<file path="src/sv/tlru_pkg.sv">
`timescale 1ns / 1ps
// Shared widths, reset values and the lookup result type for the LRU TLB.
package tlru_pkg;

    localparam int PAGE_W          = 32;
    localparam int COUNT_W         = 32;
    localparam int CFG_W           = 5;
    localparam int DEFAULT_ENTRIES = 16;

    localparam logic [CFG_W-1:0]   CAP_RESET = CFG_W'(16);
    localparam logic [COUNT_W-1:0] COUNT_MAX = '1;

    // Result of one lookup in the recency chain
    typedef struct packed {
        logic              hit;
        logic              evict_valid;
        logic [PAGE_W-1:0] evict_page;
    } tlru_result_t;

endpackage

</file>
<file path="src/sv/tlru_cell.sv">
`timescale 1ns / 1ps
// One slot of the recency chain: a page tag, its valid bit and a tag compare.
module tlru_cell (
    input  logic                      clk,
    input  logic                      rst_n,
    input  logic                      shift_en,
    input  logic                      flush,
    input  logic                      prev_valid,
    input  logic [tlru_pkg::PAGE_W-1:0] prev_page,
    input  logic [tlru_pkg::PAGE_W-1:0] lookup_page,
    output logic                      valid,
    output logic [tlru_pkg::PAGE_W-1:0] page,
    output logic                      match
);

    logic                        valid_reg;
    logic                        valid_next;
    logic [tlru_pkg::PAGE_W-1:0] page_reg;
    logic [tlru_pkg::PAGE_W-1:0] page_next;

    always_comb
    begin
        valid_next = valid_reg;
        page_next  = page_reg;
        if (shift_en)
        begin
            valid_next = prev_valid;
            page_next  = prev_page;
        end
        else if (flush)
        begin
            valid_next = 1'b0;
        end
    end

    always_ff @(posedge clk or negedge rst_n)
    begin
        if (!rst_n)
        begin
            valid_reg <= 1'b0;
        end
        else
        begin
            valid_reg <= valid_next;
        end
    end

    always_ff @(posedge clk)
    begin
        page_reg <= page_next;
    end

    // a flushed slot counts as empty for the request that flushes it
    assign match = valid_reg && !flush && (page_reg == lookup_page);
    assign valid = valid_reg;
    assign page  = page_reg;

endmodule

</file>
<file path="src/sv/tlru_chain.sv">
`timescale 1ns / 1ps
// Recency chain: slot 0 is most recent, occupied slots are contiguous from 0.
module tlru_chain #(
    parameter int TLB_ENTRIES = tlru_pkg::DEFAULT_ENTRIES,
    parameter int OCC_W       = $clog2(TLB_ENTRIES + 1)
) (
    input  logic                        clk,
    input  logic                        rst_n,
    input  logic                        access,
    input  logic                        flush,
    input  logic                        full,
    input  logic [OCC_W-1:0]            occ,
    input  logic [tlru_pkg::PAGE_W-1:0] lookup_page,
    output tlru_pkg::tlru_result_t      result
);

    localparam int IDX_W = (TLB_ENTRIES > 1) ? $clog2(TLB_ENTRIES) : 1;

    logic [TLB_ENTRIES-1:0]      cell_valid;
    logic [TLB_ENTRIES-1:0]      cell_match;
    logic [TLB_ENTRIES-1:0]      cell_shift;
    logic [tlru_pkg::PAGE_W-1:0] cell_page [TLB_ENTRIES];
    logic [IDX_W-1:0]            hit_idx;
    logic [IDX_W-1:0]            evict_idx;
    logic [OCC_W-1:0]            shift_pos;
    logic                        hit;
    logic                        evict;

    genvar g;
    generate
        for (g = 0; g < TLB_ENTRIES; g++)
        begin : g_cell
            logic                        in_valid;
            logic [tlru_pkg::PAGE_W-1:0] in_page;

            if (g == 0)
            begin : g_head
                assign in_valid = 1'b1;
                assign in_page  = lookup_page;
            end
            else
            begin : g_body
                assign in_valid = cell_valid[g-1];
                assign in_page  = cell_page[g-1];
            end

            assign cell_shift[g] = access && (OCC_W'(g) <= shift_pos);

            tlru_cell u_cell (
                .clk         (clk),
                .rst_n       (rst_n),
                .shift_en    (cell_shift[g]),
                .flush       (flush),
                .prev_valid  (in_valid),
                .prev_page   (in_page),
                .lookup_page (lookup_page),
                .valid       (cell_valid[g]),
                .page        (cell_page[g]),
                .match       (cell_match[g])
            );
        end
    endgenerate

    // tags are unique, so an OR encoder gives the matching slot
    always_comb
    begin
        hit_idx = '0;
        for (int i = 0; i < TLB_ENTRIES; i++)
        begin
            if (cell_match[i])
            begin
                hit_idx = hit_idx | IDX_W'(i);
            end
        end
    end

    assign hit       = |cell_match;
    assign evict     = full && !hit;
    assign evict_idx = IDX_W'(occ - OCC_W'(1));

    // slots up to this one move one step older; the request lands in slot 0
    always_comb
    begin
        if (hit)
        begin
            shift_pos = OCC_W'(hit_idx);
        end
        else if (full)
        begin
            shift_pos = occ - OCC_W'(1);
        end
        else
        begin
            shift_pos = occ;
        end
    end

    always_comb
    begin
        result.hit         = hit;
        result.evict_valid = evict;
        result.evict_page  = evict ? cell_page[evict_idx] : '0;
    end

`ifndef NO_ASSERTIONS
    a_valid_count : assert property (@(posedge clk) disable iff (!rst_n)
        !flush |-> ($countones(cell_valid) == int'(occ)))
        else $error("valid slots disagree with occupancy");
`endif

endmodule

</file>
<file path="src/sv/tlru_lru_replacement_dummy_guard.sv">
`timescale 1ns / 1ps
// Saturating per-trace hit counter.
module tlru_hit_counter (
    input  logic                         clk,
    input  logic                         rst_n,
    input  logic                         access,
    input  logic                         flush,
    input  logic                         hit,
    output logic [tlru_pkg::COUNT_W-1:0] count_next,
    output logic [tlru_pkg::COUNT_W-1:0] count
);

    logic [tlru_pkg::COUNT_W-1:0] count_reg;
    logic [tlru_pkg::COUNT_W-1:0] count_base;

    always_comb
    begin
        count_base = flush ? '0 : count_reg;
        count_next = count_base;
        if (hit && (count_base != tlru_pkg::COUNT_MAX))
        begin
            count_next = count_base + tlru_pkg::COUNT_W'(1);
        end
    end

    always_ff @(posedge clk or negedge rst_n)
    begin
        if (!rst_n)
        begin
            count_reg <= '0;
        end
        else if (access)
        begin
            count_reg <= count_next;
        end
    end

    assign count = count_reg;

endmodule

</file>
<file path="src/sv/tlb_lru_replacement.sv">
`timescale 1ns / 1ps
// Top level of the fully associative LRU TLB with its output register.
//
// Fully associative TLB of page tags with true LRU replacement, built as a
// chain of slots ordered by recency: slot 0 holds the most recently used page
// and the occupied slots run contiguously behind it. Each request compares
// its page against every slot at once; the slots in front of the hit (or of
// the victim, or of the first free slot) each hand their tag one step down
// the chain and the page lands in slot 0. A miss with the table full (at the
// capacity set by entries_in_use, where 0 acts as 1 and anything above
// TLB_ENTRIES acts as TLB_ENTRIES) evicts the deepest occupied slot and
// reports its page. first_of_trace empties the table and zeroes the hit
// count before its own lookup. Rate: one request per clock while in_stall is
// low; the tag compare across all slots and the one-step chain shift finish
// in the cycle the request is taken, and the result goes into the output
// register. A request is taken while the output register is empty or being
// drained, so in_stall only follows out_stall. entries_in_use is written
// over its own port, which is always ready, and should change only while
// no request is in flight.
module tlb_lru_replacement #(
    parameter int TLB_ENTRIES = tlru_pkg::DEFAULT_ENTRIES
) (
    input  logic                         clk,
    input  logic                         rst_n,
    // configuration write
    input  logic                         cfg_valid,
    output logic                         cfg_ready,
    input  logic [tlru_pkg::CFG_W-1:0]   entries_in_use,
    // request channel
    input  logic                         in_valid,
    output logic                         in_stall,
    input  logic [tlru_pkg::PAGE_W-1:0]  page_number,
    input  logic                         first_of_trace,
    input  logic                         last_of_trace,
    // result channel
    output logic                         out_valid,
    input  logic                         out_stall,
    output logic                         hit,
    output logic                         evicted_valid,
    output logic [tlru_pkg::PAGE_W-1:0]  evicted_page,
    output logic [tlru_pkg::COUNT_W-1:0] hit_count,
    output logic                         trace_done
);

    localparam int OCC_W = $clog2(TLB_ENTRIES + 1);
    localparam int CMP_W = (OCC_W > tlru_pkg::CFG_W) ? OCC_W : tlru_pkg::CFG_W;

    // configuration
    logic [tlru_pkg::CFG_W-1:0]   cap_reg;
    logic [tlru_pkg::CFG_W-1:0]   cap_next;
    logic [CMP_W-1:0]             cap_eff;

    // control
    logic                         accept;
    logic                         flush;
    logic                         full;
    logic [OCC_W-1:0]             occ_reg;
    logic [OCC_W-1:0]             occ_next;
    logic [OCC_W-1:0]             occ_eff;
    tlru_pkg::tlru_result_t       result;
    logic [tlru_pkg::COUNT_W-1:0] count_next;
    logic [tlru_pkg::COUNT_W-1:0] count_cur;

    // output register
    logic                         out_valid_reg;
    logic                         out_valid_next;
    logic                         hit_reg;
    logic                         evicted_valid_reg;
    logic [tlru_pkg::PAGE_W-1:0]  evicted_page_reg;
    logic [tlru_pkg::COUNT_W-1:0] hit_count_reg;
    logic                         trace_done_reg;

    assign cfg_ready = 1'b1;
    assign cap_next  = (cfg_valid && cfg_ready) ? entries_in_use : cap_reg;

    always_ff @(posedge clk or negedge rst_n)
    begin
        if (!rst_n)
        begin
            cap_reg <= tlru_pkg::CAP_RESET;
        end
        else
        begin
            cap_reg <= cap_next;
        end
    end

    // clamp capacity to 1..TLB_ENTRIES
    always_comb
    begin
        if (cap_reg == '0)
        begin
            cap_eff = CMP_W'(1);
        end
        else if (CMP_W'(cap_reg) > CMP_W'(TLB_ENTRIES))
        begin
            cap_eff = CMP_W'(TLB_ENTRIES);
        end
        else
        begin
            cap_eff = CMP_W'(cap_reg);
        end
    end

    assign in_stall = out_valid_reg && out_stall;
    assign accept   = in_valid && !in_stall;
    assign flush    = accept && first_of_trace;
    assign occ_eff  = flush ? '0 : occ_reg;
    assign full     = (CMP_W'(occ_eff) >= cap_eff);

    tlru_chain #(
        .TLB_ENTRIES (TLB_ENTRIES),
        .OCC_W       (OCC_W)
    ) u_chain (
        .clk         (clk),
        .rst_n       (rst_n),
        .access      (accept),
        .flush       (flush),
        .full        (full),
        .occ         (occ_eff),
        .lookup_page (page_number),
        .result      (result)
    );

    tlru_hit_counter u_count (
        .clk        (clk),
        .rst_n      (rst_n),
        .access     (accept),
        .flush      (flush),
        .hit        (result.hit),
        .count_next (count_next),
        .count      (count_cur)
    );

    // occupancy grows only on a miss with room to spare
    assign occ_next = (!result.hit && !full) ? occ_eff + OCC_W'(1) : occ_eff;

    always_ff @(posedge clk or negedge rst_n)
    begin
        if (!rst_n)
        begin
            occ_reg <= '0;
        end
        else if (accept)
        begin
            occ_reg <= occ_next;
        end
    end

    always_comb
    begin
        out_valid_next = out_valid_reg;
        if (accept)
        begin
            out_valid_next = 1'b1;
        end
        else if (!out_stall)
        begin
            out_valid_next = 1'b0;
        end
    end

    always_ff @(posedge clk or negedge rst_n)
    begin
        if (!rst_n)
        begin
            out_valid_reg <= 1'b0;
        end
        else
        begin
            out_valid_reg <= out_valid_next;
        end
    end

    always_ff @(posedge clk)
    begin
        if (accept)
        begin
            hit_reg           <= result.hit;
            evicted_valid_reg <= result.evict_valid;
            evicted_page_reg  <= result.evict_page;
            hit_count_reg     <= count_next;
            trace_done_reg    <= last_of_trace;
        end
    end

    assign out_valid     = out_valid_reg;
    assign hit           = hit_reg;
    assign evicted_valid = evicted_valid_reg;
    assign evicted_page  = evicted_page_reg;
    assign hit_count     = hit_count_reg;
    assign trace_done    = trace_done_reg;

`ifndef NO_ASSERTIONS
    a_occ_bound : assert property (@(posedge clk) disable iff (!rst_n)
        int'(occ_reg) <= TLB_ENTRIES)
        else $error("occupancy above table size");

    a_hit_no_evict : assert property (@(posedge clk) disable iff (!rst_n)
        accept |=> !(hit_reg && evicted_valid_reg))
        else $error("request both hit and evicted");

    a_count_tracks : assert property (@(posedge clk) disable iff (!rst_n)
        accept |=> (hit_count_reg == count_cur))
        else $error("reported hit count differs from counter");

    a_evict_full : assert property (@(posedge clk) disable iff (!rst_n)
        (accept && result.evict_valid) |=> (occ_reg == $past(occ_reg)))
        else $error("eviction changed occupancy");
`endif

endmodule
</file>
<file path="config.mk">
export PLATFORM = sky130hd
export DESIGN_NAME = tlb_lru_replacement
export DESIGN_NICKNAME = d
export VERILOG_FILES = /design/src/sv/tlru_pkg.sv /design/src/sv/tlru_cell.sv /design/src/sv/tlru_chain.sv /design/src/sv/tlru_lru_replacement_dummy_guard.sv /design/src/sv/tlb_lru_replacement.sv
export SDC_FILE = /design/constraint.sdc
export NUM_CORES = 1
export LEC_CHECK = 0
export BUFFER_PORTS_ARGS = -buffer_cell sky130_fd_sc_hd__buf_2
export CAP_MARGIN = 20
export CORE_MARGIN = 2
export CORE_UTILIZATION = 30
export DETAILED_ROUTE_END_ITERATION = 16
export GPL_ROUTABILITY_DRIVEN = 0
export PLACE_DENSITY_LB_ADDON = 0.2
export SLEW_MARGIN = 20
export SYNTH_ARGS = -nofsm -noshare
export SYNTH_HDL_FRONTEND = slang
export SYNTH_SLANG_ARGS = --single-unit
</file>
<file path="constraint.sdc">
create_clock -name clk -period 9.4 [get_ports clk]
set_input_delay 0.94 -clock clk [delete_from_list [all_inputs] [get_ports clk]]
set_output_delay 0.94 -clock clk [all_outputs]
set_load 0.1 [all_outputs]
</file>
==> results.json, run 1 <==
{
  "outcome": "finished, final reports clean",
  "grt_usage_pct": 19.6,
  "synth_cell_types": 68,
  "whs_ns": 0.481,
  "numCtsBuffers": 76,
  "cts_resized": 0,
  "grt_pass1_wl_um": 157000,
  "nNetsFinal": 2447,
  "wl_per_cell_um": 28.6,
  "tightest_slew_ns": 1.13,
  "layout-drive-gt1-share_pct": 17.6,
  "period_share_pct": 61.2,
  "first_pass_iters": 5,
  "synth.mux.area_fraction_pct": 11.8,
  "final_antenna_net_count": 0,
  "route.vias.total": 20500,
  "clock.fmax_mhz": 174,
  "power_density_nw_per_um2": 297,
  "synth_compound_area_share_pct": 2.18,
  "min_path_type": "reg -> reg",
  "worstSetupStartpointType": "input port",
  "die_h_um": 333,
  "boundaryPins": 114,
  "grt_antenna_before_repair": 7,
  "start_util_pct": 30.3,
  "via_per_inst": 5.32,
  "postSynth.asyncResetShare_pct": 9.25,
  "avgSynthCellArea_sq_um": 14.1,
  "synth-simple-area-share_pct": 10.3,
  "syn2layout_area_growth_pct": 13.8,
  "synth_edf_count": 579,
  "root_buffer": "clkbuf_16",
  "drt_iter0_drc": 2136,
  "synth_nets": 2358,
  "seq_area_frac_synth_pct": 58.1,
  "synth-seq-cells": 638,
  "cts_setup_buffers": 0,
  "grt_setup_unrepaired": "no",
  "slew-limit-headroom_pct": 24.7,
  "setup_tns_ns": 0,
  "yosys.area_share.adder_pct": 0.308,
  "syn_area_sq_um": 32500,
  "end_kind": "register",
  "arrival_ns": 5.98,
  "grt_start_max_net_pins": 65,
  "cts_sinks": 638,
  "cts.reportedPaths.clkPinSlew_ns": 0.06,
  "largest_reg_flops": 512,
  "grt_remaining_overflow": 0,
  "maxCapViolations": 0,
  "coreArea_sq_um": 107000,
  "cp.required_ns": 9.63,
  "vdd_drop_max_mv": 0.196,
  "dp_hpwl_um": 82500,
  "grt_pass1_vias": 21000,
  "finalHoldViolCount": 0,
  "fp-row-count": 120,
  "synth_top_family_by_area": "XOR/XNOR gates",
  "synth_top_flop_cell": "edfxtp_1",
  "min_period_ns": 5.76,
  "fin_area_sq_um": 36900,
  "synthXorXnorAreaFrac_pct": 14.8,
  "syn_inst": 2306,
  "setup_viol": 0,
  "dieArea_sq_um": 111000,
  "place_ws_ns": 3.14,
  "portBuffers": 112,
  "die_w_um": 333,
  "cts_hold_buf": 0,
  "cp_max_fo": 47,
  "clockBufferDepth": 3,
  "placed_area_sq_um": 34500,
  "fin_ws_ns": 3.64,
  "drc_errors": 0,
  "slew_violations": 0,
  "fin_worst_skew_ns": 0.0460,
  "n_fill_cell": 10400,
  "insertion_delay_ns": 0.64,
  "htreeDepth": 3,
  "yosys_warnings": 0,
  "crit_type": "in -> reg",
  "leakage_uw": 0.0125,
  "drt_wl_total_um": 110000,
  "final_util_pct": 34.5,
  "cts_tree": "done"
}
metal layers:
| layer | global-route usage, % | vias up | wire length (um) |
|---|---|---|---|
| li1 | - | 8911 | - |
| met1 | 26.2 | 10700 | 47200 |
| met2 | 32.5 | 731 | 53800 |
| met3 | 2.82 | 146 | 5760 |
| met4 | 6.88 | 0 | 3580 |
| met5 | 0 | - | 0 |
path summary, 6_finish.rpt:
path / startpoint / to / slack [ns] / cells past startpoint
min: u_chain.g_cell[13].u_cell.page[21]$_DFFE_PP_ / u_chain.g_cell[14].u_cell.page[21]$_DFFE_PP_ / 0.48 / 0
max in group asynchronous: rst_n / out_valid$_DFFE_PN0P_ / 8.17 / 2
min in group asynchronous: rst_n / u_chain.g_cell[15].u_cell.valid$_DFFE_PN0P_ / 0.57 / 2
min reg2reg: u_chain.g_cell[13].u_cell.page[21]$_DFFE_PP_ / u_chain.g_cell[14].u_cell.page[21]$_DFFE_PP_ / 0.48 / 0
max reg2reg: out_valid$_DFFE_PN0P_ / u_chain.g_cell[7].u_cell.page[18]$_DFFE_PP_ / 3.72 / 15
max: out_stall / u_chain.g_cell[7].u_cell.page[18]$_DFFE_PP_ / 3.64 / 16
power breakdown:
| part | total, uW | switching (uW) | internal, uW |
|---|---|---|---|
| registers | 4130 | 378 | 3760 |
| logic | 3980 | 2560 | 1420 |
| clock network | 2880 | 1230 | 1650 |
| total | 11000 | 4170 | 6820 |
through the flow:
step                total power, uW  instances
detailed placement             8140       3717
CTS                           11000       3855
global route                  11400       3860
floorplan                      6670       2306
global placement               8130       3716
finish                        11000       3860
cell usage in the layout, fill, tap and decap left out, types with 34 or more instances in the layout:
cell type	netlist	routed
nor2_1	67	59
clkbuf_16	0	77
nand4_1	107	107
and3_1	48	48
xnor2_1	247	246
o21ai_0	35	34
dfrtp_1	58	58
mux2i_1	78	77
nor4_1	111	111
xor2_1	302	302
buf_2	47	112
mux4_2	128	128
nand2_1	156	155
edfxtp_1	579	579
synth_stat cells, types with 21 or more instances:
library cell / instances / area (sq um)
clkbuf_1: 48 / 180
inv_1: 24 / 90.1
nand3_1: 33 / 165
o21ai_0: 35 / 175
xor2_1: 302 / 2650
nor4_1: 111 / 694
dfrtp_1: 58 / 1450
a21oi_1: 23 / 115
and3_1: 48 / 300
nor2_1: 67 / 251
mux4_2: 128 / 2880
nor3_1: 21 / 105
edfxtp_1: 579 / 17400
xnor2_1: 247 / 2160
mux2i_1: 78 / 781
nand2_1: 156 / 586
buf_2: 47 / 235
buf_4: 28 / 210
nand4_1: 107 / 669
final cells by class:
type / instances / area (sq um) / share of cell area [%]
sequential: 638 / 18900 / 51.1
multi-input combinational: 1507 / 13000 / 35.1
clock buffer: 93 / 1990 / 5.38
tap: 1403 / 1760 / 4.75
timing repair buffer: 146 / 861 / 2.33
clock inverter: 45 / 390 / 1.06
inverter: 26 / 100 / 0.271
antenna: 2 / 5.00 / 0.0135
worst max-delay path, stage by stage:
cell      delay, ns
buf_2          0.10
a21bo_2        0.23
inv_4          0.42
nand2_2        0.11
and2_4         0.18
inv_1          0.65
ha_1           0.36
nand2b_1       0.14
a21oi_1        0.15
o21ai_0        0.17
a21oi_1        0.49
a211oi_1       0.19
mux2i_2        0.48
a21oi_2        0.24
o21a_1         0.25
nor2_4         0.83
cells by family after synthesis:
| group | count (synthesis) |
|---|---|
| adders and majority gates | 8 |
| buffers and inverters | 161 |
| other | 1 |
| xor gates and xnor gates | 549 |
| and+or+nand+nor | 617 |
| DFF | 638 |
| AOI/OAI and AO/OA | 111 |
| muxes | 221 |
(Power assumes the default switching activity.)
==> inputs of run 2 (changes only) <==
==> constraint.sdc (replaced) <==
create_clock -name clk -period 5.8 [get_ports clk]
set_input_delay 0.58 -clock clk [delete_from_list [all_inputs] [get_ports clk]]
set_output_delay 0.58 -clock clk [all_outputs]
set_load 0.1 [all_outputs]
==> run 2 against run 1 <==
  * Cell count is 1.4% higher
  * Clock power increased by 65%
  * Clock-buffer cell count rose by 12
  * Clock skew down 0.0044 ns
  * Setup slack lost 2.7 ns
  * Design area grew 1.4%
  * Via count grew 2.8%
  * Global-route usage rose by 0.78 points
  * Combinational power is 66% higher
  * Sequential cell count did not move
==> results.json, run 2 (synthesized netlist as in run 1, its figures left out) <==
{
  "outcome": "finished, final reports clean",
  "fin_worst_skew_ns": 0.0416,
  "die_h_um": 333,
  "htreeDepth": 3,
  "fin_ws_ns": 0.943,
  "grt_setup_unrepaired": "no",
  "boundaryPins": 114,
  "via_per_inst": 5.39,
  "crit_type": "reg -> reg",
  "pwr-share-comb_pct": 36.6,
  "dp_hpwl_um": 86300,
  "largest_reg_flops": 512,
  "drt_wl_total_um": 115000,
  "cts_resized": 0,
  "nNetsFinal": 2501,
  "grt_start_max_net_pins": 130,
  "cp.required_ns": 6.32,
  "leakage_uw": 0.0128,
  "drc_errors": 0,
  "setup_tns_ns": 0,
  "start_util_pct": 30.3,
  "worstSetupStartpointType": "register",
  "coreArea_sq_um": 107000,
  "mostFrequentLayoutCells": "579 x edfxtp_1, 302 x xor2_1, 246 x xnor2_1",
  "drt_iter0_drc": 2124,
  "route.vias.total": 21100,
  "maxCapViolations": 0,
  "syn2layout_area_growth_pct": 15.4,
  "power.internal_uw": 11200,
  "cts.reportedPaths.clkPinSlew_ns": 0.06,
  "final_antenna_net_count": 0,
  "arrival_ns": 5.38,
  "power_density_nw_per_um2": 483,
  "cts_hold_buf": 0,
  "cts_setup_buffers": 0,
  "insertion_delay_ns": 0.65,
  "p_sw_share_pct": 37.9,
  "pwr-share-seq_pct": 37.1,
  "setup_viol": 0,
  "vdd_drop_max_mv": 0.651,
  "first_pass_iters": 6,
  "fin_area_sq_um": 37500,
  "clockBufferDepth": 3,
  "grt_pass1_vias": 21700,
  "cts_tree": "done",
  "min_period_ns": 4.86,
  "wl_per_cell_um": 29.3,
  "root_buffer": "clkbuf_16",
  "numCtsBuffers": 77,
  "cts_sinks": 638,
  "clkPwrFrac_pct": 26.3,
  "placed_area_sq_um": 35000,
  "tightest_slew_ns": 1.16,
  "portBuffers": 112,
  "antennaDiodeCount": 0,
  "grt_pass1_wl_um": 162000,
  "netSwitchingPower_uw": 6850,
  "place_ws_ns": 0.513,
  "final_util_pct": 34.9,
  "dieArea_sq_um": 111000,
  "die_w_um": 333,
  "min_path_type": "in -> reg",
  "finalPower_uw": 18100,
  "layout-drive-gt1-share_pct": 19.2,
  "end_kind": "register",
  "grt_antenna_before_repair": 2,
  "slew-limit-headroom_pct": 21.6,
  "finalHoldViolCount": 0,
  "grt_remaining_overflow": 0,
  "clock.fmax_mhz": 206,
  "fp-row-count": 120,
  "period_share_pct": 83.7,
  "cp_max_fo": 33,
  "layout_commonest_cell": "edfxtp_1",
  "slew_violations": 0,
  "grt_usage_pct": 20.4
}
-- run 2: metal layers --
metal / up-vias / routed length (um) / GRT usage [%]
met2: 933 / 54700 / 33.5
met3: 215 / 6440 / 2.83
li1: 9031 / - / -
met4: 0 / 5550 / 9.53
met1: 10900 / 48100 / 26.6
met5: - / 0 / 0
-- run 2: cell type report --
cell class	count	area, sq um
tap	1403	1760
timing repair buffer	199	1300
inverter	26	100
fill	10400	69800
multi-input combinational	1507	13000
clock inverter	35	347
sequential	638	18900
clock buffer	105	2080
-- run 2: stage by stage --
stage / std cells / hold WS, ns
floorplan: 2306 / 0.284
global placement: 3773 / 0.472
detailed placement: 3773 / 0.481
CTS: 3913 / 0.0783
global route: 3913 / 0.109
finish: 3913 / 0.115
-- run 2: power groups by stage --
stage | clock (uW) | combinational [uW] | sequential (uW)
CTS | 4870 | 6640 | 6700
finish | 4760 | 6610 | 6720
detailed placement | 0 | 6610 | 6790
global placement | 0 | 6640 | 6760
floorplan | 0 | 3810 | 7020
global route | 5030 | 6910 | 6790
-- run 2: worst max-delay path: stages (launching register included) --
cell and delay, ns:
dfrtp_1 0.38, a21bo_2 0.33, o21ai_0 0.95, nor3_1 0.20, a2111o_1 0.65, nor4_1 0.54
mux2i_2 0.31, nor3_1 0.75, o21ai_4 0.04, buf_4 0.31, a32o_1 0.27
-- run 2: path summary, 6_finish.rpt --
kind	slack, ns	start	depth (start not counted)	endpoint
setup / recovery	0.94	out_valid$_DFFE_PN0P_	10	u_chain.g_cell[1].u_cell.valid$_DFFE_PN0P_
hold / removal	0.11	last_of_trace	1	trace_done$_DFFE_PP_
setup reg to reg	0.94	out_valid$_DFFE_PN0P_	10	u_chain.g_cell[1].u_cell.valid$_DFFE_PN0P_
hold reg to reg	0.49	u_chain.g_cell[6].u_cell.page[3]$_DFFE_PP_	0	u_chain.g_cell[7].u_cell.page[3]$_DFFE_PP_
max in group asynchronous	4.92	rst_n	2	u_chain.g_cell[10].u_cell.valid$_DFFE_PN0P_
min in group asynchronous	0.14	rst_n	2	u_count.count[18]$_DFFE_PN0P_
==> inputs of run 3 (changes only) <==
==> constraint.sdc (replaced) <==
create_clock -name clk -period 5.05 [get_ports clk]
set_input_delay 0.505 -clock clk [delete_from_list [all_inputs] [get_ports clk]]
set_output_delay 0.505 -clock clk [all_outputs]
set_load 0.1 [all_outputs]
==> run 3 against run 2 <==
  * Critical endpoint unchanged
  * Sequential cell count unchanged
  * Register-to-register slack got worse by 0.63 ns
  * Power up 16%
  * Die area is the same
  * Routed wire length fell by 1.6%
  * Fmax rose by 2.5%
  * Non-clock buffer count increased by 26
  * Setup slack lost 0.63 ns
  * Via count shrank 0.80%
  * Design area grew 1.1%
  * Largest power group unchanged
  * Clock power increased by 16%
==> results.json, run 3 (synthesized netlist as in run 1, its figures left out) <==
{
  "final_antenna_net_count": 0,
  "setup_tns_ns": 0,
  "pwr-share-comb_pct": 36.8,
  "cts_tree": "done",
  "syn2layout_area_growth_pct": 16.6,
  "fin_worst_skew_ns": 0.0282,
  "grt_pass1_wl_um": 159000,
  "boundaryPins": 114,
  "grt_usage_pct": 20.1,
  "grt_setup_unrepaired": "no",
  "grt_antenna_before_repair": 6,
  "crit_path_top_delay_cell": "nor3_1",
  "drc_errors": 0,
  "largest_reg_flops": 512,
  "cts.reportedPaths.clkPinSlew_ns": 0.06,
  "worst-path-buf-inv": 3,
  "via_per_inst": 5.31,
  "place_ws_ns": 0.0381,
  "fin_ws_ns": 0.311,
  "arrival_ns": 5.24,
  "p_sw_share_pct": 37.5,
  "clockBufferDepth": 3,
  "slowest_delay_ns": 0.84,
  "nNetsFinal": 2527,
  "clock.fmax_mhz": 211,
  "grt_remaining_overflow": 0,
  "drt_iter0_drc": 2295,
  "portBuffers": 112,
  "htreeDepth": 3,
  "instances_no_fill": 3940,
  "cts_sinks": 638,
  "grt_pass1_vias": 21400,
  "min_path_type": "in -> reg",
  "dp_hpwl_um": 85900,
  "layout-drive-gt1-share_pct": 20.3,
  "insertion_delay_ns": 0.64,
  "min_period_ns": 4.74,
  "slew_violations": 0,
  "leakage_uw": 0.0130,
  "slew-limit-headroom_pct": 31.9,
  "wl_per_cell_um": 28.7,
  "coreArea_sq_um": 107000,
  "finalHoldViolCount": 0,
  "route.vias.total": 20900,
  "worstSetupStartpointType": "register",
  "finalPower_uw": 20900,
  "crit_type": "reg -> reg",
  "numCtsBuffers": 77,
  "fp-row-count": 120,
  "drt_wl_total_um": 113000,
  "grt_start_max_net_pins": 130,
  "period_share_pct": 93.8,
  "cts_setup_buffers": 0,
  "setup_viol": 0,
  "mostFrequentLayoutCells": "579 x edfxtp_1, 302 x xor2_1, 246 x xnor2_1",
  "maxCapViolations": 0,
  "power.internal_uw": 13100,
  "vdd_drop_max_mv": 0.545,
  "first_pass_iters": 6,
  "cp.required_ns": 5.56,
  "antennaDiodeCount": 0,
  "cp_max_fo": 33,
  "die_h_um": 333,
  "cp_top_family": "compound AO/OA/AOI/OAI gates",
  "layout_commonest_cell": "edfxtp_1",
  "dieArea_sq_um": 111000,
  "clkPwrFrac_pct": 26.4,
  "die_w_um": 333,
  "start_util_pct": 30.3,
  "pwr-share-seq_pct": 36.8,
  "tightest_slew_ns": 1.01,
  "end_kind": "register",
  "outcome": "finished, final reports clean",
  "power_density_nw_per_um2": 552,
  "root_buffer": "clkbuf_16",
  "placed_cells": 3798,
  "netSwitchingPower_uw": 7840,
  "crit_chain": "a21bo_2, inv_4, nand2_2, and2_4, inv_1, ha_1, nand2b_1, a21oi_1, o21ai_0, a21o_1, a211oi_1, nand2b_1, a21o_1, nor3_1, o21ai_4, buf_12, a32o_1"
}
-- run 3: final cells by class --
cell class              count  area (sq um)
clock buffers              98          2060
clock inverters            43           414
fillers                 10400         69400
inverters                  26           100
multi-input cells        1507         13000
flip-flops and latches    638         18900
well taps                1403          1760
repair buffers            225          1650
-- run 3: through the flow --
step	hold WS, ns	util (%)	area, sq um
after CTS	0.00643	35.3	37800
final	0.0477	35.3	37800
after global placement	0.471	33.0	35400
after detailed placement	0.480	33.0	35400
after global routing	0.0199	35.3	37800
after floorplan	0.209	-	32600
-- run 3: routing by layer --
layer	GRT usage (%)	vias to the layer above	share of wire, %
li1	-	9101	-
met1	27.1	10800	43
met2	32.6	797	47
met3	2.45	206	5.2
met4	8.49	0	4.3
met5	0	-	0
-- run 3: worst register-to-register path: cells and delay by family (launching register included) --
family | cells | cell delay, ns
AND/OR/NAND/NOR | 5 | 1.71
buffers and inverters | 3 | 0.34
flip-flops | 1 | 0.47
AO/OA/AOI/OAI | 8 | 1.88
adder cells (fa/ha/maj) | 1 | 0.22
-- run 3: power by group through the flow --
stage                     Clock (uW)  Sequential, uW  Combinational [uW]
after floorplan                    0            8060                4400
after global placement             0            7740                7650
after detailed placement           0            7780                7680
after CTS                       5640            7670                7710
after global routing            5850            7770                8040
final                           5530            7690                7680
-- run 3: path summary, 6_finish.rpt --
check,startpoint,end,slack [ns],cells after the start
max,out_valid$_DFFE_PN0P_,u_chain.g_cell[1].u_cell.valid$_DFFE_PN0P_,0.31,17
max reg2reg,out_valid$_DFFE_PN0P_,u_chain.g_cell[1].u_cell.valid$_DFFE_PN0P_,0.31,17
min in group asynchronous,rst_n,u_count.count[18]$_DFFE_PN0P_,0.37,2
max in group asynchronous,rst_n,out_valid$_DFFE_PN0P_,3.47,3
min reg2reg,u_chain.g_cell[2].u_cell.page[12]$_DFFE_PP_,u_chain.g_cell[3].u_cell.page[12]$_DFFE_PP_,0.49,0
min,last_of_trace,trace_done$_DFFE_PP_,0.05,1
-- run 3: what timing repair did --
item / 4_1_cts / 5_1_grt
hold endpoints to repair: 14 / 0
resized for setup: 0 / 0
setup endpoints to repair: 0 / 0
hold buffers: 1 / 0
